**src/design/avcc_pkg.sv**
```systemverilog
// Shared types and constants for the configuration record to Annex B converter.
package avcc_pkg;

    // Result kinds
    localparam logic [1:0] KIND_BYTE  = 2'd0;
    localparam logic [1:0] KIND_DONE  = 2'd1;
    localparam logic [1:0] KIND_ERROR = 2'd2;

    // Configuration register indexes
    localparam logic [1:0] REG_RECORD_SIZE = 2'd0;
    localparam logic [1:0] REG_PAD_BYTES   = 2'd1;

    localparam logic [5:0] PAD_MAX = 6'd32;

    typedef struct packed {
        logic [7:0] in_byte;
        logic       in_last;
    } avcc_in_t;

    typedef struct packed {
        logic [1:0]  kind;
        logic [7:0]  out_byte;
        logic        last;
        logic [2:0]  nal_length_size;
        logic [24:0] byte_total;
        logic        sps_found;
        logic        pps_found;
    } avcc_out_t;

    // Completion info carried on a done item
    typedef struct packed {
        logic [2:0]  nal_length_size;
        logic [24:0] byte_total;
        logic        sps_found;
        logic        pps_found;
    } avcc_info_t;

    // One request from the parser to the emitter: the results of one input byte
    typedef struct packed {
        logic       start_code;
        logic       data_en;
        logic [7:0] data;
        logic [5:0] pad_cnt;
        logic       done;
        logic       err;
        avcc_info_t info;
    } avcc_cmd_t;

endpackage

```
**src/design/avcc_front.sv**
```systemverilog
// Record parser: takes a byte per cycle unless the queue is full and classifies it.
module avcc_front
    import avcc_pkg::*;
(
    input  logic        clk,
    input  logic        rst_n,
    input  logic        in_valid,
    output logic        in_ready,
    input  avcc_in_t    in_data,
    input  logic [19:0] record_size,
    input  logic [5:0]  pad_bytes,
    input  logic        cmd_full,
    output logic        cmd_push,
    output avcc_cmd_t   cmd
);

    typedef enum logic [2:0] {
        PH_HDR,
        PH_LENSZ,
        PH_SPSCNT,
        PH_ULEN_HI,
        PH_ULEN_LO,
        PH_DATA,
        PH_PPSCNT,
        PH_DRAIN
    } phase_t;

    phase_t      phase_reg, phase_next;
    logic [19:0] pos_reg, pos_next;
    logic [7:0]  units_left_reg, units_left_next;
    logic        in_pps_list_reg, in_pps_list_next;
    logic [15:0] unit_length_reg, unit_length_next;
    logic [15:0] data_left_reg, data_left_next;
    logic [24:0] total_reg, total_next;
    logic [2:0]  lfs_reg, lfs_next;
    logic        sps_reg, sps_next;
    logic        pps_reg, pps_next;

    logic        accept;
    logic        finished;
    logic        failed;
    logic        unit_done;
    logic [15:0] unit_len_full;
    logic [20:0] bound;
    logic [24:0] total_sum;
    logic [7:0]  b;

    assign in_ready = !cmd_full;
    assign accept   = in_valid && in_ready;
    assign b        = in_data.in_byte;

    // Work out next parse state and this byte's emit request
    always_comb
    begin
        phase_next       = phase_reg;
        pos_next         = pos_reg;
        units_left_next  = units_left_reg;
        in_pps_list_next = in_pps_list_reg;
        unit_length_next = unit_length_reg;
        data_left_next   = data_left_reg;
        total_next       = total_reg;
        lfs_next         = lfs_reg;
        sps_next         = sps_reg;
        pps_next         = pps_reg;
        cmd              = '0;
        finished         = 1'b0;
        failed           = 1'b0;
        unit_done        = 1'b0;
        unit_len_full    = {unit_length_reg[15:8], b};
        bound            = {1'b0, pos_reg} + 21'd1 + {5'd0, unit_len_full};
        total_sum        = total_reg + {9'd0, unit_len_full} + 25'd4;

        unique case (phase_reg)
            PH_HDR:
            begin
                if (pos_reg >= 20'd3)
                    phase_next = PH_LENSZ;
            end
            PH_LENSZ:
            begin
                lfs_next   = {1'b0, b[1:0]} + 3'd1;
                phase_next = PH_SPSCNT;
            end
            PH_SPSCNT:
            begin
                units_left_next  = {3'd0, b[4:0]};
                in_pps_list_next = 1'b0;
                if (b[4:0] != 5'd0)
                begin
                    sps_next   = 1'b1;
                    phase_next = PH_ULEN_HI;
                end
                else
                begin
                    phase_next = PH_PPSCNT;
                end
            end
            PH_ULEN_HI:
            begin
                unit_length_next = {b, 8'd0};
                phase_next       = PH_ULEN_LO;
            end
            PH_ULEN_LO:
            begin
                unit_length_next = unit_len_full;
                if (bound > {1'b0, record_size})
                begin
                    failed = 1'b1;
                end
                else
                begin
                    total_next     = total_sum;
                    cmd.start_code = 1'b1;
                    if (unit_len_full == 16'd0)
                    begin
                        unit_done = 1'b1;
                    end
                    else
                    begin
                        data_left_next = unit_len_full;
                        phase_next     = PH_DATA;
                    end
                end
            end
            PH_DATA:
            begin
                cmd.data_en    = 1'b1;
                cmd.data       = b;
                data_left_next = data_left_reg - 16'd1;
                if (data_left_reg == 16'd1)
                    unit_done = 1'b1;
            end
            PH_PPSCNT:
            begin
                units_left_next  = b;
                in_pps_list_next = 1'b1;
                if (b != 8'd0)
                begin
                    pps_next   = 1'b1;
                    phase_next = PH_ULEN_HI;
                end
                else
                begin
                    finished = 1'b1;
                end
            end
            default:
            begin
                phase_next = PH_DRAIN;
            end
        endcase

        // Close a unit: next unit, the PPS list, or the end of parsing
        if (unit_done)
        begin
            units_left_next = units_left_reg - 8'd1;
            if (units_left_reg != 8'd1)
                phase_next = PH_ULEN_HI;
            else if (!in_pps_list_reg)
                phase_next = PH_PPSCNT;
            else
                finished = 1'b1;
        end

        // Finish with padding and summary, or drop the rest on failure
        if (finished)
        begin
            cmd.done                 = 1'b1;
            cmd.pad_cnt              = (total_next == 25'd0) ? 6'd0 :
                                       ((pad_bytes > PAD_MAX) ? PAD_MAX : pad_bytes);
            cmd.info.nal_length_size = lfs_next;
            cmd.info.byte_total      = total_next;
            cmd.info.sps_found       = sps_next;
            cmd.info.pps_found       = pps_next;
            phase_next               = PH_DRAIN;
        end
        else if (failed)
        begin
            phase_next = PH_DRAIN;
        end

        cmd.err = failed || (in_data.in_last && (phase_next != PH_DRAIN));

        // Start a new record after the last byte, else advance the position
        if (in_data.in_last)
        begin
            phase_next       = PH_HDR;
            pos_next         = 20'd0;
            units_left_next  = 8'd0;
            in_pps_list_next = 1'b0;
            unit_length_next = 16'd0;
            data_left_next   = 16'd0;
            total_next       = 25'd0;
            lfs_next         = 3'd1;
            sps_next         = 1'b0;
            pps_next         = 1'b0;
        end
        else if (pos_reg != 20'hFFFFF)
        begin
            pos_next = pos_reg + 20'd1;
        end
    end

    assign cmd_push = accept && (cmd.start_code || cmd.data_en || cmd.done || cmd.err);

    // Hold parse state between bytes
    always_ff @(posedge clk or negedge rst_n)
    begin
        if (!rst_n)
        begin
            phase_reg       <= PH_HDR;
            pos_reg         <= '0;
            units_left_reg  <= '0;
            in_pps_list_reg <= 1'b0;
            unit_length_reg <= '0;
            data_left_reg   <= '0;
            total_reg       <= '0;
            lfs_reg         <= 3'd1;
            sps_reg         <= 1'b0;
            pps_reg         <= 1'b0;
        end
        else if (accept)
        begin
            phase_reg       <= phase_next;
            pos_reg         <= pos_next;
            units_left_reg  <= units_left_next;
            in_pps_list_reg <= in_pps_list_next;
            unit_length_reg <= unit_length_next;
            data_left_reg   <= data_left_next;
            total_reg       <= total_next;
            lfs_reg         <= lfs_next;
            sps_reg         <= sps_next;
            pps_reg         <= pps_next;
        end
    end

endmodule

```
**src/design/avcc_cmd_fifo.sv**
```systemverilog
// Short request queue between the parser and the emitter.
module avcc_cmd_fifo
    import avcc_pkg::*;
#(
    parameter int DEPTH = 4
)
(
    input  logic      clk,
    input  logic      rst_n,
    input  logic      push,
    input  avcc_cmd_t push_data,
    input  logic      pop,
    output avcc_cmd_t head,
    output logic      full,
    output logic      empty
);

    localparam int PW = (DEPTH > 1) ? $clog2(DEPTH) : 1;
    localparam int CW = $clog2(DEPTH + 1);
    localparam logic [PW-1:0] PTR_LAST = PW'(DEPTH - 1);
    localparam logic [CW-1:0] CNT_FULL = CW'(DEPTH);

    avcc_cmd_t     mem [DEPTH];
    logic [PW-1:0] wr_ptr_reg, rd_ptr_reg;
    logic [CW-1:0] count_reg;
    logic          do_push, do_pop;

    assign full    = (count_reg == CNT_FULL);
    assign empty   = (count_reg == '0);
    assign do_push = push && !full;
    assign do_pop  = pop && !empty;
    assign head    = mem[rd_ptr_reg];

    // Store pushed requests
    always_ff @(posedge clk)
    begin
        if (do_push)
            mem[wr_ptr_reg] <= push_data;
    end

    // Advance pointers and occupancy
    always_ff @(posedge clk or negedge rst_n)
    begin
        if (!rst_n)
        begin
            wr_ptr_reg <= '0;
            rd_ptr_reg <= '0;
            count_reg  <= '0;
        end
        else
        begin
            if (do_push)
                wr_ptr_reg <= (wr_ptr_reg == PTR_LAST) ? '0 : wr_ptr_reg + PW'(1);
            if (do_pop)
                rd_ptr_reg <= (rd_ptr_reg == PTR_LAST) ? '0 : rd_ptr_reg + PW'(1);
            if (do_push && !do_pop)
                count_reg <= count_reg + CW'(1);
            else if (do_pop && !do_push)
                count_reg <= count_reg - CW'(1);
        end
    end

endmodule

```
**src/design/avcc_back.sv**
```systemverilog
// Emitter: expands each request into start code, data, padding and end items.
module avcc_back
    import avcc_pkg::*;
(
    input  logic      clk,
    input  logic      rst_n,
    input  avcc_cmd_t head,
    input  logic      empty,
    output logic      pop,
    output logic      out_valid,
    input  logic      out_ready,
    output avcc_out_t out_data
);

    logic       cur_valid_reg, cur_valid_next;
    logic [2:0] sc_left_reg, sc_left_next;
    logic       data_pend_reg, data_pend_next;
    logic [7:0] data_reg, data_next;
    logic [5:0] pad_left_reg, pad_left_next;
    logic       done_reg, done_next;
    logic       err_reg, err_next;
    avcc_info_t info_reg, info_next;

    logic       out_valid_reg;
    avcc_out_t  out_data_reg;
    avcc_out_t  item;
    logic       end_pend;
    logic       load;

    assign end_pend  = done_reg || err_reg;
    assign load      = cur_valid_reg && (!out_valid_reg || out_ready);
    assign out_valid = out_valid_reg;
    assign out_data  = out_data_reg;

    // Pick the next item and step the request's counters
    always_comb
    begin
        item           = '0;
        sc_left_next   = sc_left_reg;
        data_pend_next = data_pend_reg;
        data_next      = data_reg;
        pad_left_next  = pad_left_reg;
        done_next      = done_reg;
        err_next       = err_reg;
        info_next      = info_reg;
        cur_valid_next = cur_valid_reg;

        if (sc_left_reg != 3'd0)
        begin
            item.kind     = KIND_BYTE;
            item.out_byte = (sc_left_reg == 3'd1) ? 8'h01 : 8'h00;
            item.last     = (sc_left_reg == 3'd1) && !data_pend_reg &&
                            (pad_left_reg == 6'd0) && !end_pend;
            if (load)
                sc_left_next = sc_left_reg - 3'd1;
        end
        else if (data_pend_reg)
        begin
            item.kind     = KIND_BYTE;
            item.out_byte = data_reg;
            item.last     = (pad_left_reg == 6'd0) && !end_pend;
            if (load)
                data_pend_next = 1'b0;
        end
        else if (pad_left_reg != 6'd0)
        begin
            item.kind = KIND_BYTE;
            item.last = (pad_left_reg == 6'd1) && !end_pend;
            if (load)
                pad_left_next = pad_left_reg - 6'd1;
        end
        else
        begin
            item.kind = done_reg ? KIND_DONE : KIND_ERROR;
            item.last = 1'b1;
            if (done_reg)
            begin
                item.nal_length_size = info_reg.nal_length_size;
                item.byte_total      = info_reg.byte_total;
                item.sps_found       = info_reg.sps_found;
                item.pps_found       = info_reg.pps_found;
            end
        end

        // Take the next request once the current one is spent
        pop = !empty && (!cur_valid_reg || (load && item.last));
        if (pop)
        begin
            cur_valid_next = 1'b1;
            sc_left_next   = head.start_code ? 3'd4 : 3'd0;
            data_pend_next = head.data_en;
            data_next      = head.data;
            pad_left_next  = head.pad_cnt;
            done_next      = head.done;
            err_next       = head.err;
            info_next      = head.info;
        end
        else if (load && item.last)
        begin
            cur_valid_next = 1'b0;
        end
    end

    // Hold request state and the output register
    always_ff @(posedge clk or negedge rst_n)
    begin
        if (!rst_n)
        begin
            cur_valid_reg <= 1'b0;
            sc_left_reg   <= '0;
            data_pend_reg <= 1'b0;
            pad_left_reg  <= '0;
            done_reg      <= 1'b0;
            err_reg       <= 1'b0;
            out_valid_reg <= 1'b0;
        end
        else
        begin
            cur_valid_reg <= cur_valid_next;
            sc_left_reg   <= sc_left_next;
            data_pend_reg <= data_pend_next;
            pad_left_reg  <= pad_left_next;
            done_reg      <= done_next;
            err_reg       <= err_next;
            if (load)
                out_valid_reg <= 1'b1;
            else if (out_ready)
                out_valid_reg <= 1'b0;
        end
    end

    // Payload registers
    always_ff @(posedge clk)
    begin
        data_reg <= data_next;
        info_reg <= info_next;
        if (load)
            out_data_reg <= item;
    end

endmodule

```
**src/design/avcc_config_to_annexb.sv**
```systemverilog
// Top level of the H.264 configuration record to Annex B byte stream converter.
//
//   channel   direction  handshake            payload
//   in        input      in_valid/in_ready    avcc_in_t  (in_byte, in_last)
//   out       output     out_valid/out_ready  avcc_out_t (kind, out_byte, last, info)
//   cfg       input      cfg_valid/cfg_ready  cfg_index, cfg_data
//
// The parser takes one record byte per cycle; each byte turns into 0 to 37 result
// items, issued one per cycle by the emitter unless out_ready stalls it, behind a
// request queue of CMD_DEPTH. A start code is four output items, so input stalls
// only when the queue fills. A request passes the queue and request registers;
// output items pass through a registered stage, and a stalled output holds its item.
// Reset clears parse state and both registers (record_size and pad_bytes to zero).
module avcc_config_to_annexb
    import avcc_pkg::*;
#(
    parameter int CMD_DEPTH = 4
)
(
    input  logic        clk,
    input  logic        rst_n,
    input  logic        in_valid,
    output logic        in_ready,
    input  avcc_in_t    in_data,
    output logic        out_valid,
    input  logic        out_ready,
    output avcc_out_t   out_data,
    input  logic        cfg_valid,
    output logic        cfg_ready,
    input  logic [1:0]  cfg_index,
    input  logic [19:0] cfg_data
);

    logic [19:0] record_size_reg;
    logic [5:0]  pad_bytes_reg;
    avcc_cmd_t   push_cmd, head_cmd;
    logic        cmd_push, cmd_pop, cmd_full, cmd_empty;

    assign cfg_ready = 1'b1;

    // Write configuration registers
    always_ff @(posedge clk or negedge rst_n)
    begin
        if (!rst_n)
        begin
            record_size_reg <= '0;
            pad_bytes_reg   <= '0;
        end
        else if (cfg_valid && cfg_ready)
        begin
            case (cfg_index)
                REG_RECORD_SIZE: record_size_reg <= cfg_data;
                REG_PAD_BYTES:   pad_bytes_reg   <= cfg_data[5:0];
                default:         ;
            endcase
        end
    end

    avcc_front u_front (
        .clk         (clk),
        .rst_n       (rst_n),
        .in_valid    (in_valid),
        .in_ready    (in_ready),
        .in_data     (in_data),
        .record_size (record_size_reg),
        .pad_bytes   (pad_bytes_reg),
        .cmd_full    (cmd_full),
        .cmd_push    (cmd_push),
        .cmd         (push_cmd)
    );

    avcc_cmd_fifo #(
        .DEPTH (CMD_DEPTH)
    ) u_fifo (
        .clk       (clk),
        .rst_n     (rst_n),
        .push      (cmd_push),
        .push_data (push_cmd),
        .pop       (cmd_pop),
        .head      (head_cmd),
        .full      (cmd_full),
        .empty     (cmd_empty)
    );

    avcc_back u_back (
        .clk       (clk),
        .rst_n     (rst_n),
        .head      (head_cmd),
        .empty     (cmd_empty),
        .pop       (cmd_pop),
        .out_valid (out_valid),
        .out_ready (out_ready),
        .out_data  (out_data)
    );

endmodule
```
**config.mk**
```make
export PLATFORM = sky130hd
export DESIGN_NAME = avcc_config_to_annexb
export DESIGN_NICKNAME = d
export VERILOG_FILES = /design/src/design/avcc_pkg.sv /design/src/design/avcc_front.sv /design/src/design/avcc_cmd_fifo.sv /design/src/design/avcc_back.sv /design/src/design/avcc_config_to_annexb.sv
export SDC_FILE = /design/constraint.sdc
export NUM_CORES = 1
export LEC_CHECK = 0
export BUFFER_PORTS_ARGS = -buffer_cell sky130_fd_sc_hd__buf_2
export CORE_ASPECT_RATIO = 1.5
export CORE_MARGIN = 2
export CORE_UTILIZATION = 24
export CTS_CLUSTER_DIAMETER = 150
export DETAILED_ROUTE_END_ITERATION = 10
export GPL_TIMING_DRIVEN = 0
export PLACE_DENSITY = 0.44
export SETUP_SLACK_MARGIN = 0.2
export SLEW_MARGIN = 20
export SYNTH_ARGS = -nofsm -noshare
export SYNTH_HDL_FRONTEND = slang
export SYNTH_SLANG_ARGS = --single-unit
```
**constraint.sdc**
```tcl
create_clock -name clk -period 13.2 [get_ports clk]
set_clock_uncertainty 0.15 [all_clocks]
set_input_delay 1.98 -clock clk [delete_from_list [all_inputs] [get_ports clk]]
set_output_delay 1.98 -clock clk [all_outputs]
set_load 0.005 [all_outputs]
```
==> impl_table.tex, run 1 <==
\begin{tabular}{lr}
\hline
Metric & Value \\
\hline
\multicolumn{2}{l}{\textbf{Route}} \\
\quad \# DRC & 0 \\
\quad Count of vias placed by the detailed router & approximately 13000 \\
\quad Initial DRC Count & around 600 \\
\quad Detailed Route WL & about 53000 µm \\
\quad Drt pass-1 iters & 5 \\
\quad Post-route antenna net violation count & 0 \\
\quad Wire length per cell after detailed routing & about 19 µm \\
\quad Routed via count divided by cell count & 4.73 \\
\multicolumn{2}{l}{\textbf{Power and ir drop}} \\
\quad Leakage Power & roughly 8.6 nW \\
\quad Power Density & $\sim$160 nW/µm² \\
\quad Clock share of power & between 30\% and 40\% \\
\quad Share of total power in sequential cells & between 40\% and 50\% \\
\quad Switching power as a share of total power & 30.7\% \\
\quad Largest vdd supply drop & about 100 µV \\
\quad Share of power burned in combinational logic & about 22\% \\
\quad Sw Pwr & around 0.0011 W \\
\quad Internal power contribution & $\sim$0.0025 W \\
\multicolumn{2}{l}{\textbf{Worst hold path}} \\
\quad Hold Path Depth & 2 \\
\quad Path class of the lowest-slack min-delay path & reg -> reg \\
\multicolumn{2}{l}{\textbf{Yosys}} \\
\quad Fraction of synthesized cell area taken by the top area cell type & 41.3\% \\
\quad Top cell types by occurrence after synthesis & 271 x edfxtp\_1, 169 x nand2\_1, 132 x dfrtp\_1, 128 x nor2\_1, 106 x o21ai\_0 \\
\quad Synthesized net count & $\sim$1800 \\
\quad Yosys warns & 0 \\
\quad Post-synthesis instance total & 1631 \\
\quad Unique cell type count in the Yosys netlist & 83 \\
\quad Dominant cells by area after synthesis & edfxtp\_1 41\%, dfrtp\_1 17\%, mux4\_2 5.5\% \\
\quad Post-Syn Area & a little under 20000 µm² \\
\quad Leading cell type by number of instances after synthesis & edfxtp\_1 \\
\quad Number of enable-type register cells in the synthesized netlist & $\sim$270 \\
\quad Portion of the post-synthesis area used by sequential elements & between 50\% and 60\% \\
\quad Library cell occupying the most area in the post-synthesis netlist & edfxtp\_1 \\
\quad Synthesized area divided by synthesized cell count & around 12 µm² \\
\quad Post-synthesis async set-or-reset flop share & between 30\% and 40\% \\
\quad Post-synthesis register bit count & between 400 and 500 \\
\quad Main synth FF type & edfxtp\_1 \\
\multicolumn{2}{l}{\textbf{Place}} \\
\quad Total cell area at the placement stage & between 20000 and 25000 µm² \\
\quad Final GP Congestion & 0.849 \\
\quad Worst slack, placed & $\sim$3.5 ns \\
\quad Detail Placement HPWL & 38900 µm \\
\quad Number of buffer cells added on primary ports & 78 \\
\multicolumn{2}{l}{\textbf{Timing}} \\
\quad Hold Vio Cnt, Final & 0 \\
\quad Share of the cycle needed by the critical path after routing & 69.4\% \\
\quad Setup\_tns & 0 ns \\
\quad Setup repair after global routing missed its margin & false \\
\quad Transition time of the tightest slew-check pin & about 1.0 ns \\
\quad Total setup violations reported at the end of the flow & 0 \\
\quad Final worst setup slack & 4.04 ns \\
\quad Shortest period the worst path allows & a little over 9 ns \\
\quad Max Fclk & about 110 MHz \\
\quad Final-layout worst hold slack & 0.324 ns \\
\quad Worst max-slew margin expressed relative to the limit & between 30\% and 40\% \\
\quad Max-slew violations & 0 \\
\multicolumn{2}{l}{\textbf{Clock tree}} \\
\quad Clock Tree Root & clkbuf\_16 \\
\quad Number of H-tree levels & 2 \\
\quad Insertion delay to the later sink of the worst-skew pair & $\sim$0.57 ns \\
\quad Number of buffers added for setup after CTS & 0 \\
\quad Hold\_buf cts & 0 \\
\quad CTS Buffer Depth & 3 \\
\quad Clock tree from TritonCTS & built \\
\quad Clock buffers created by TritonCTS & 40 \\
\quad Resized Gates After CTS & 0 \\
\quad Sink Count & 404 \\
\quad Clock Pin Slew Worst Setup and Hold Paths & roughly 0.060 ns \\
\multicolumn{2}{l}{\textbf{GRT}} \\
\quad Global-route wire length before repair & 82300 µm \\
\quad Number of antenna violations at the first check in global routing & 5 \\
\quad Global-route usage over all layers & 12.6\% \\
\quad Maximum number of pins on one net before global-route repair & 81 \\
\quad Number of global-route vias before repair & 13900 \\
\quad Residual overflow from global routing & 0 \\
\multicolumn{2}{l}{\textbf{Floorplanning}} \\
\quad Placeable core region & just over 80000 µm² \\
\quad Initial cell density of the core & about a quarter \\
\quad Die W & between 200 and 250 µm \\
\quad Number of top-level pins & 80 \\
\quad Chip Height & $\sim$350 µm \\
\quad Area of the die & $\sim$84000 µm² \\
\quad Standard-cell row count & 128 \\
\multicolumn{2}{l}{\textbf{Critical path}} \\
\quad Arrival @ worst endpoint & 9.48 ns \\
\quad Largest fanout on the critical path & 8 \\
\quad Most frequent cell on the critical path & o21a\_1 \\
\quad Endpoint class of the critical path & flip-flop \\
\quad Family of cells with the greatest summed delay on the critical path & compound AO/OA/AOI/OAI gates \\
\quad Stages on worst setup path & 29 \\
\quad Critical-path cell with the highest stage delay & a211oi\_1 \\
\quad Crit path buffers/inverters & 4 \\
\quad Data required time of the critical path & 13.53 ns \\
\quad Biggest cell delay along the critical path & between 0.7 and 0.8 ns \\
\quad Worst Setup Path Type & in -> reg \\
\quad Category of the worst setup path launch point & primary input \\
\quad Cell count of the worst reg-to-reg path & 28 \\
\multicolumn{2}{l}{\textbf{Layout}} \\
\quad Final core utilization & $\sim$28\% \\
\quad Number of antenna cells inserted & 0 \\
\quad Finished layout cell area & $\sim$23000 µm² \\
\quad P\&R area growth vs syn & 16.8\% \\
\quad Share of layout cells above drive strength 1 & 13.4\% \\
\quad Flip-flop count of the largest register after layout & 192 \\
\quad Net count of the finished layout & about 1900 \\
\multicolumn{2}{l}{\textbf{Flow run}} \\
\quad Max-cap viol count & 0 \\
\multicolumn{2}{l}{\textbf{Status}} \\
\quad Outcome & complete, no violations \\
\hline
\end{tabular}
[kinds of logic (layout without fill, tap and decap cells)]
family                   count (synthesis)  after routing  synth area share [%]
flip-flops                             404            404                  58.2
other                                    1              1                0.0190
AND/OR/NAND/NOR                        533            533                  13.1
adder cells (fa/ha/maj)                 89             89                  5.77
AO/OA/AOI/OAI                          360            360                  11.7
XOR/XNOR                                56             56                  2.49
buffers and inverters                  127            284                  2.46
multiplexers                            61             61                  6.20
[layout make-up]
class | count | area, µm²
multi-input combinational | 1100 | 7760
sequential | 404 | 11500
buffer | 64 | 253
clock inverter | 23 | 350
tap | 1040 | 1300
timing repair buffer | 84 | 558
fill | 8289 | 58200
clock buffer | 50 | 1070
inverter | 63 | 236
[per-layer routing]
metal  share of wire, %  wire, µm  vias up  track usage [%]
met4                5.0      2660       10             6.26
li1                   -         -     6316                -
met1                 38     20200     6628             13.6
met5               0.10        55        -                0
met2                 53     28100      290             23.8
met3                4.2      2260      134             1.98
[through the flow]
stage          power [W]  std cells
2_1_floorplan    0.00217       1631
3_3_place_gp     0.00243       2749
3_5_place_dp     0.00245       2755
4_1_cts          0.00373       2828
5_1_grt          0.00388       2828
6_report         0.00368       2828
[worst paths after layout]
path                                     from                  end  slack [ns]
setup / recovery                   in_data[1]  u_fifo.count_reg[2]        4.04
hold / removal             u_front.lfs_reg[2]   u_front.lfs_reg[2]        0.32
setup reg to reg           u_front.pos_reg[0]  u_fifo.count_reg[2]        5.57
hold reg to reg            u_front.lfs_reg[2]   u_front.lfs_reg[2]        0.32
max in group asynchronous               rst_n   u_front.lfs_reg[0]       10.87
min in group asynchronous               rst_n  record_size_reg[12]        1.19
[tightest hold or removal path, stage by stage, from the launching register on]
cell and delay [ns]:
dfrtp_1 0.34, nand2_1 0.04, o21ai_0 0.06
[cell usage in the layout, fill, tap and decap left out, types with 17 or more instances in the layout]
master,instances
nor2_1,128
inv_1,60
o21ai_0,106
nand3_1,37
nor3_1,32
nand2_1,169
clkbuf_1,60
and2_1,50
dfrtp_1,132
a21oi_1,95
mux4_2,48
ha_1,86
edfxtp_1,271
a21boi_0,18
buf_2,80
clkbuf_16,40
and3_1,17
xnor2_1,36
nor4_1,24
xor2_1,20
[power by group through the flow]
stage	Clock [W]	Combinational [W]	Sequential [W]
final	0.00125	0.000810	0.00161
after floorplan	0	0.000568	0.00160
after global routing	0.00134	0.000914	0.00163
after global placement	0	0.000789	0.00164
after CTS	0.00130	0.000818	0.00162
after detailed placement	0	0.000814	0.00164
No activity file was read; power rests on OpenSTA's default activity.
==> run 2: changes to the inputs <==
Settings changed: ABC_AREA from default to 1.
Clock period 13.2 ns to 9.5 ns, I/O delays scaled along.
==> run 2 against run 1 <==
Net effect:
- register-to-register slack lost 2.7 ns
- largest cell class unchanged
- first-iteration DRC count grew 43%
- power grew 54%
==> impl_table.tex, run 2 <==
\begin{tabular}{lr}
\hline
Metric & Value \\
\hline
\multicolumn{2}{l}{\textbf{Timing}} \\
\quad Worst max-slew margin expressed relative to the limit & 46.5\% (+15 points) \\
\quad Shortest period the worst path allows & 7.35 ns \\
\quad Total setup violations reported at the end of the flow & 0 (unchanged) \\
\quad Max Fclk & between 100 and 150 MHz \\
\quad Setup repair after global routing missed its margin & false \\
\quad Transition time of the tightest slew-check pin & 0.796 ns (-0.217 ns) \\
\quad Final worst setup slack & 2.15 ns (-1.89 ns) \\
\quad Hold Vio Cnt, Final & 0 (unchanged) \\
\quad Max-slew violations & 0 (unchanged) \\
\quad Share of the cycle needed by the critical path after routing & slightly below 80\% \\
\multicolumn{2}{l}{\textbf{Route}} \\
\quad Drt pass-1 iters & 4 (-1) \\
\quad Wire length per cell after detailed routing & 17.6 µm (-6.8\%) \\
\quad Initial DRC Count & 855 (+43\%) \\
\quad Routed via count divided by cell count & 4.49 (-5.1\%) \\
\quad Count of vias placed by the detailed router & 14000 (+4.7\%) \\
\quad Detailed Route WL & 54700 µm (+2.8\%) \\
\quad Post-route antenna net violation count & 0 (unchanged) \\
\quad \# DRC & 0 (unchanged) \\
\multicolumn{2}{l}{\textbf{Floorplanning}} \\
\quad Initial cell density of the core & 24.2\% (about the same) \\
\quad Area of the die & 83000 µm² (-1.6\%) \\
\quad Chip Height & 352 µm (-0.82\%) \\
\quad Standard-cell row count & 127 (-0.78\%) \\
\quad Die W & 236 µm (-0.82\%) \\
\quad Placeable core region & 79900 µm² (-1.6\%) \\
\quad Number of top-level pins & 80 (unchanged) \\
\multicolumn{2}{l}{\textbf{Critical path}} \\
\quad Most frequent cell on the critical path & nand2\_1 \\
\quad Largest fanout on the critical path & 20 (+12) \\
\quad Arrival @ worst endpoint & 7.48 ns (-2.00 ns) \\
\quad Critical-path cell with the highest stage delay & nor2\_4 \\
\quad Data required time of the critical path & 9.63 ns (-3.90 ns) \\
\quad Worst Setup Path Type & in -> reg \\
\quad Endpoint class of the critical path & flip-flop \\
\quad Biggest cell delay along the critical path & 0.63 ns (-0.10 ns) \\
\quad Category of the worst setup path launch point & primary input \\
\multicolumn{2}{l}{\textbf{GRT}} \\
\quad Global-route wire length before repair & 84200 µm (+2.3\%) \\
\quad Maximum number of pins on one net before global-route repair & 91 (+12\%) \\
\quad Number of global-route vias before repair & 14300 (+3.1\%) \\
\quad Residual overflow from global routing & 0 (unchanged) \\
\quad Global-route usage over all layers & 13.2\% (+0.55 points) \\
\quad Number of antenna violations at the first check in global routing & 2 (-3) \\
\multicolumn{2}{l}{\textbf{Yosys}} \\
\quad Top cell types by occurrence after synthesis & 275 x nor2\_1, 271 x edfxtp\_1, 244 x inv\_1, 229 x nand2\_1, 205 x o21ai\_0 \\
\quad Main synth FF type & edfxtp\_1 \\
\quad Portion of the post-synthesis area used by sequential elements & 59.2\% (+0.98 points) \\
\quad Fraction of synthesized cell area taken by the top area cell type & 42.0\% (+0.70 points) \\
\quad Synthesized net count & 2044 (+16\%) \\
\quad Number of enable-type register cells in the synthesized netlist & 271 (unchanged) \\
\quad Post-synthesis instance total & 1919 (+18\%) \\
\quad Library cell occupying the most area in the post-synthesis netlist & edfxtp\_1 \\
\quad Unique cell type count in the Yosys netlist & 63 (-24\%) \\
\quad Post-synthesis async set-or-reset flop share & 32.9\% (unchanged) \\
\quad Leading cell type by number of instances after synthesis & nor2\_1 \\
\quad Dominant cells by area after synthesis & edfxtp\_1 42\%, dfrtp\_1 17\%, ha\_1 5.6\% \\
\quad Post-synthesis register bit count & 404 (unchanged) \\
\quad Synthesized area divided by synthesized cell count & 10.1 µm² (-16\%) \\
\quad Yosys warns & 0 (unchanged) \\
\quad Post-Syn Area & 19400 µm² (-1.7\%) \\
\multicolumn{2}{l}{\textbf{Layout}} \\
\quad Multi-input gate area in the final layout & 6700 µm² (-14\%) \\
\quad Number of antenna cells inserted & 0 (unchanged) \\
\quad Count of fill cells added during filler insertion & 8310 (+0.25\%) \\
\quad Net count of the finished layout & 2178 (+16\%) \\
\quad Final core utilization & 28.4\% (+0.093 points) \\
\quad Finished Layout Cells & 3119 (+10\%) \\
\quad P\&R area growth vs syn & 17.3\% \\
\quad Most common library cell in the layout ignoring fill and taps & edfxtp\_1 \\
\quad Storage cell area & 11500 µm² (unchanged) \\
\quad Most frequent cells in the layout & 271 x edfxtp\_1, 270 x nor2\_1, 244 x inv\_1 \\
\quad Flip-flop count of the largest register after layout & 192 (unchanged) \\
\quad Share of layout cells above drive strength 1 & 9.01\% (-4.4 points) \\
\multicolumn{2}{l}{\textbf{Clock tree}} \\
\quad Number of H-tree levels & 2 (unchanged) \\
\quad CTS Buffer Depth & 3 (unchanged) \\
\quad Clock Tree Root & clkbuf\_16 \\
\quad Hold\_buf cts & 0 (unchanged) \\
\quad Insertion delay to the later sink of the worst-skew pair & 0.60 ns (+0.03 ns) \\
\quad Clock tree from TritonCTS & built \\
\quad Sink Count & 404 (unchanged) \\
\quad Number of buffers added for setup after CTS & 0 (unchanged) \\
\quad Clock buffers created by TritonCTS & 42 (+5.0\%) \\
\quad Clock Pin Slew Worst Setup and Hold Paths & 0.06 ns (about the same) \\
\quad Resized Gates After CTS & 0 (unchanged) \\
\multicolumn{2}{l}{\textbf{Place}} \\
\quad Number of buffer cells added on primary ports & 78 (unchanged) \\
\quad Cells after DPL & 3041 (+10\%) \\
\quad Detail Placement HPWL & 40200 µm (+3.5\%) \\
\quad Final GP Congestion & 0.835 (-1.6\%) \\
\quad Worst slack, placed & 1.47 ns (-2.02 ns) \\
\multicolumn{2}{l}{\textbf{Power and ir drop}} \\
\quad Largest vdd supply drop & 147 µV (+44\%) \\
\quad Internal power contribution & 0.00367 W (+44\%) \\
\quad Power Density & 249 nW/µm² (+56\%) \\
\quad Share of power burned in combinational logic & 28.7\% (+6.7 points) \\
\quad Switching power as a share of total power & 35.1\% (+4.4 points) \\
\quad Power, Total & 0.00565 W (+54\%) \\
\quad Leakage Power & 9.39 nW (+9.1\%) \\
\quad Share of total power in sequential cells & 42.4\% (-1.5 points) \\
\quad Sw Pwr & 0.00198 W (+76\%) \\
\quad Clock share of power & 28.9\% (-5.2 points) \\
\multicolumn{2}{l}{\textbf{Status}} \\
\quad Outcome & complete, no violations \\
\multicolumn{2}{l}{\textbf{Flow run}} \\
\quad Max-cap viol count & 0 (unchanged) \\
\multicolumn{2}{l}{\textbf{Worst hold path}} \\
\quad Path class of the lowest-slack min-delay path & reg -> reg \\
\hline
\end{tabular}
## run 2: path summary, 6_finish.rpt
kind	startpoint	end	slack [ns]	depth (start not counted)
hold reg to reg	record_size_reg[4]	record_size_reg[4]	0.33	2
min in group asynchronous	rst_n	u_back.sc_left_reg[1]	0.58	1
setup reg to reg	u_front.pos_reg[6]	u_fifo.mem[2][14]	2.88	31
hold / removal	record_size_reg[4]	record_size_reg[4]	0.33	2
max in group asynchronous	rst_n	record_size_reg[16]	7.74	2
setup / recovery	in_data[1]	u_fifo.mem[2][14]	2.15	34
## run 2: cell type report
| class | count | share of cell area, % |
|---|---|---|
| plain buffers | 67 | 1.31 |
| clock buffers | 54 | 4.83 |
| clock inverters | 24 | 1.04 |
| inverters | 249 | 4.11 |
| multi-input cells | 1199 | 29.5 |
| flip-flops and latches | 404 | 50.5 |
| well taps | 1032 | 5.68 |
| repair buffers | 90 | 3.05 |
## run 2: cells by family after synthesis
group | synth area share (%)
other | 0.0194
AO/OA/AOI/OAI | 12.5
XOR/XNOR | 2.40
flip-flops | 59.2
AND/OR/NAND/NOR | 13.6
adder cells (fa/ha/maj) | 5.87
buffers and inverters | 6.35
## run 2: per-layer routing
layer | wire length, µm | global-route usage, %
met5 | 27 | 0
met4 | 2120 | 5.56
met3 | 1990 | 1.97
met2 | 29100 | 25.2
met1 | 21500 | 14.4
## run 2: power by group through the flow
stage	clock network, W	logic, W	registers (W)
global route	0.00175	0.00185	0.00243
floorplan	0	0.00105	0.00239
finish	0.00163	0.00162	0.00240
global placement	0	0.00157	0.00245
CTS	0.00169	0.00166	0.00240
detailed placement	0	0.00165	0.00244
## run 2: metrics by stage
stage	cell area [µm²]	hold WS [ns]	TNS, ns
final	22700	0.333	0
after global routing	22700	0.363	0
after detailed placement	21400	0.324	0
after global placement	21000	0.310	-290.93
after floorplan	19400	0.297	0
after CTS	22700	0.340	0
## run 2: critical path: cells and delay by family
family                     cells  cell delay [ns]
AOI/OAI and AO/OA              7             1.18
xor gates and xnor gates       1             0.15
adders and majority gates      2             0.54
buffers and inverters          6             1.03
and+or+nand+nor               18             3.08
==> run 3: changes to the inputs <==
Settings changed: PLACE_DENSITY 0.44 to 0.45.
Clock period 9.5 ns to 6.5 ns, I/O delays scaled along.
==> run 3 against run 2 <==
Net effect:
- worst setup slack got worse by 1.5 ns
- die area did not move
- sequential power rose by 46%
- sequential share of layout area fell by 0.40 points
- register-to-register slack got worse by 2.2 ns
- largest power group unchanged
==> impl_table.tex, run 3 (synthesis results as in run 2) <==
\begin{tabular}{lr}
\hline
Metric & Value \\
\hline
\multicolumn{2}{l}{\textbf{Critical path}} \\
\quad Category of the worst setup path launch point & primary input \\
\quad Largest fanout on the critical path & 7 (-65\%) \\
\quad Worst Setup Path Type & in -> reg \\
\quad Most frequent cell on the critical path & nand2\_1 \\
\quad Arrival @ worst endpoint & 6.20 ns (-1.28 ns) \\
\quad Endpoint class of the critical path & flip-flop \\
\quad Biggest cell delay along the critical path & 0.38 ns (-0.25 ns) \\
\quad Critical-path cell with the highest stage delay & fa\_1 \\
\quad Data required time of the critical path & 6.81 ns (-2.82 ns) \\
\multicolumn{2}{l}{\textbf{Floorplanning}} \\
\quad Chip Height & 352 µm (unchanged) \\
\quad Area of the die & 83000 µm² (unchanged) \\
\quad Initial cell density of the core & 24.2\% (unchanged) \\
\quad Placeable core region & 79900 µm² (unchanged) \\
\quad Standard-cell row count & 127 (unchanged) \\
\quad Die W & 236 µm (unchanged) \\
\quad Number of top-level pins & 80 (unchanged) \\
\multicolumn{2}{l}{\textbf{Timing}} \\
\quad Transition time of the tightest slew-check pin & 0.852 ns (+0.0564 ns) \\
\quad Total setup violations reported at the end of the flow & 0 (unchanged) \\
\quad Setup repair after global routing missed its margin & false \\
\quad Final worst setup slack & 0.608 ns (-1.54 ns) \\
\quad Max-slew violations & 0 (unchanged) \\
\quad Worst max-slew margin expressed relative to the limit & 42.7\% (-3.8 points) \\
\quad Share of the cycle needed by the critical path after routing & 90.6\% \\
\quad Hold Vio Cnt, Final & 0 (unchanged) \\
\quad Max Fclk & roughly 170 MHz \\
\quad Setup\_tns & 0 ns (unchanged) \\
\quad Shortest period the worst path allows & $\sim$5.9 ns \\
\multicolumn{2}{l}{\textbf{Route}} \\
\quad Wire length on met3 & 2140 µm (+7.7\%) \\
\quad Detailed Route WL & 55300 µm (+0.93\%) \\
\quad Wire length per cell after detailed routing & 17.7 µm (+0.70\%) \\
\quad Count of vias placed by the detailed router & 14000 (+0.22\%) \\
\quad Drt pass-1 iters & 6 (+2) \\
\quad Highest routed metal layer & met5 \\
\quad Total length of routed met2 wires & 29900 µm (+2.7\%) \\
\quad Routed via count divided by cell count & 4.49 (about the same) \\
\quad \# DRC & 0 (unchanged) \\
\quad Post-route antenna net violation count & 0 (unchanged) \\
\quad Wl on met1 & 21400 µm (-0.37\%) \\
\quad Initial DRC Count & 853 (-0.23\%) \\
\multicolumn{2}{l}{\textbf{Status}} \\
\quad Outcome & complete, no violations \\
\multicolumn{2}{l}{\textbf{Place}} \\
\quad Cells after DPL & 3040 (-0.033\%) \\
\quad Number of buffer cells added on primary ports & 78 (unchanged) \\
\quad Detail Placement HPWL & 40700 µm (+1.2\%) \\
\quad Final GP Congestion & 0.851 (+1.9\%) \\
\quad Worst slack, placed & -0.979 ns (-2.45 ns) \\
\multicolumn{2}{l}{\textbf{Layout}} \\
\quad Net count of the finished layout & 2186 (+0.37\%) \\
\quad Most frequent cells in the layout & 271 x edfxtp\_1, 270 x nor2\_1, 243 x inv\_1 \\
\quad Number of antenna cells inserted & 0 (unchanged) \\
\quad Final core utilization & 28.6\% (+0.23 points) \\
\quad Most common library cell in the layout ignoring fill and taps & edfxtp\_1 \\
\quad Share of layout cells above drive strength 1 & 10.4\% (+1.4 points) \\
\quad Flip-flop count of the largest register after layout & 192 (unchanged) \\
\quad P\&R area growth vs syn & 18.3\% \\
\quad Finished Layout Cells & 3126 (+0.22\%) \\
\multicolumn{2}{l}{\textbf{GRT}} \\
\quad Global-route wire length before repair & 84600 µm (+0.46\%) \\
\quad Global-route usage over all layers & 13.3\% (+0.15 points) \\
\quad Number of global-route vias before repair & 14200 (-0.68\%) \\
\quad Maximum number of pins on one net before global-route repair & 75 (-18\%) \\
\quad Residual overflow from global routing & 0 (unchanged) \\
\quad Number of antenna violations at the first check in global routing & 1 (-1) \\
\multicolumn{2}{l}{\textbf{Clock tree}} \\
\quad Hold\_buf cts & 0 (unchanged) \\
\quad Number of H-tree levels & 2 (unchanged) \\
\quad Sink Count & 404 (unchanged) \\
\quad Insertion delay to the later sink of the worst-skew pair & 0.60 ns (about the same) \\
\quad Clock Tree Root & clkbuf\_16 \\
\quad Clock tree from TritonCTS & built \\
\quad Clock Pin Slew Worst Setup and Hold Paths & 0.06 ns (about the same) \\
\quad CTS Buffer Depth & 3 (unchanged) \\
\quad Clock buffers created by TritonCTS & 42 (unchanged) \\
\multicolumn{2}{l}{\textbf{Power and ir drop}} \\
\quad Leakage Power & 9.42 nW (+0.28\%) \\
\quad Power Density & 363 nW/µm² (+46\%) \\
\quad Largest vdd supply drop & 183 µV (+25\%) \\
\multicolumn{2}{l}{\textbf{Worst hold path}} \\
\quad Path class of the lowest-slack min-delay path & in -> async \\
\multicolumn{2}{l}{\textbf{Flow run}} \\
\quad Max-cap viol count & 0 (unchanged) \\
\hline
\end{tabular}
==> run 3: per-layer routing <==
metal | GRT usage (%) | up-vias
li1 | - | 6892
met1 | 14.4 | 6764
met2 | 25.8 | 294
met3 | 2.04 | 83
met4 | 5.11 | 2
met5 | 0 | -
==> run 3: critical path, delay by kind of cell <==
family,cells,cell delay [ns]
AOI/OAI and AO/OA,9,1.27
buffers and inverters,5,0.62
adders and majority gates,4,1.12
and+or+nand+nor,19,1.89
xor gates and xnor gates,2,0.33
==> run 3: report_power, final <==
part | internal, W | switching, W | total, W
combinational | 0.000778 | 0.00161 | 0.00238
clock | 0.00136 | 0.00107 | 0.00243
sequential | 0.00326 | 0.000243 | 0.00350
==> run 3: cell type report <==
cell class                 instances  area (µm²)
clock inverter                    21         185
timing repair buffer              98         726
buffer                            67         297
sequential                       404       11500
multi-input combinational       1199        6820
clock buffer                      56        1170
fill                            8230       57000
inverter                         249         938
tap                             1032        1290
==> run 3: path summary, 6_finish.rpt <==
| kind | startpoint | to | slack [ns] | cells past startpoint |
|---|---|---|---|---|
| worst max-delay path | in_data[2] | u_fifo.count_reg[2] | 0.61 | 39 |
| worst min-delay path | rst_n | u_back.sc_left_reg[1] | 0.17 | 1 |
| worst max register to register | u_front.pos_reg[2] | u_fifo.count_reg[2] | 0.71 | 38 |
| worst min register to register | record_size_reg[1] | record_size_reg[1] | 0.33 | 2 |
| max in group asynchronous | rst_n | record_size_reg[10] | 5.19 | 2 |
| min in group clk | record_size_reg[1] | record_size_reg[1] | 0.33 | 2 |
==> run 3: metrics by stage <==
step | instance area [µm²] | power [W] | hold WS [ns]
floorplan | 19400 | 0.00502 | 0.297
global placement | 21000 | 0.00588 | 0.305
detailed placement | 21300 | 0.00597 | 0.324
CTS | 22800 | 0.00844 | 0.187
global route | 22900 | 0.00886 | 0.196
finish | 22900 | 0.00832 | 0.167
==> run 3: repair_timing <==
| action | in CTS | in global routing |
|---|---|---|
| pin swaps | 6 | 4 |
| setup buffers | 6 | 3 |
| gates resized for setup | 8 | 16 |
| setup endpoints to repair | 194 | 143 |
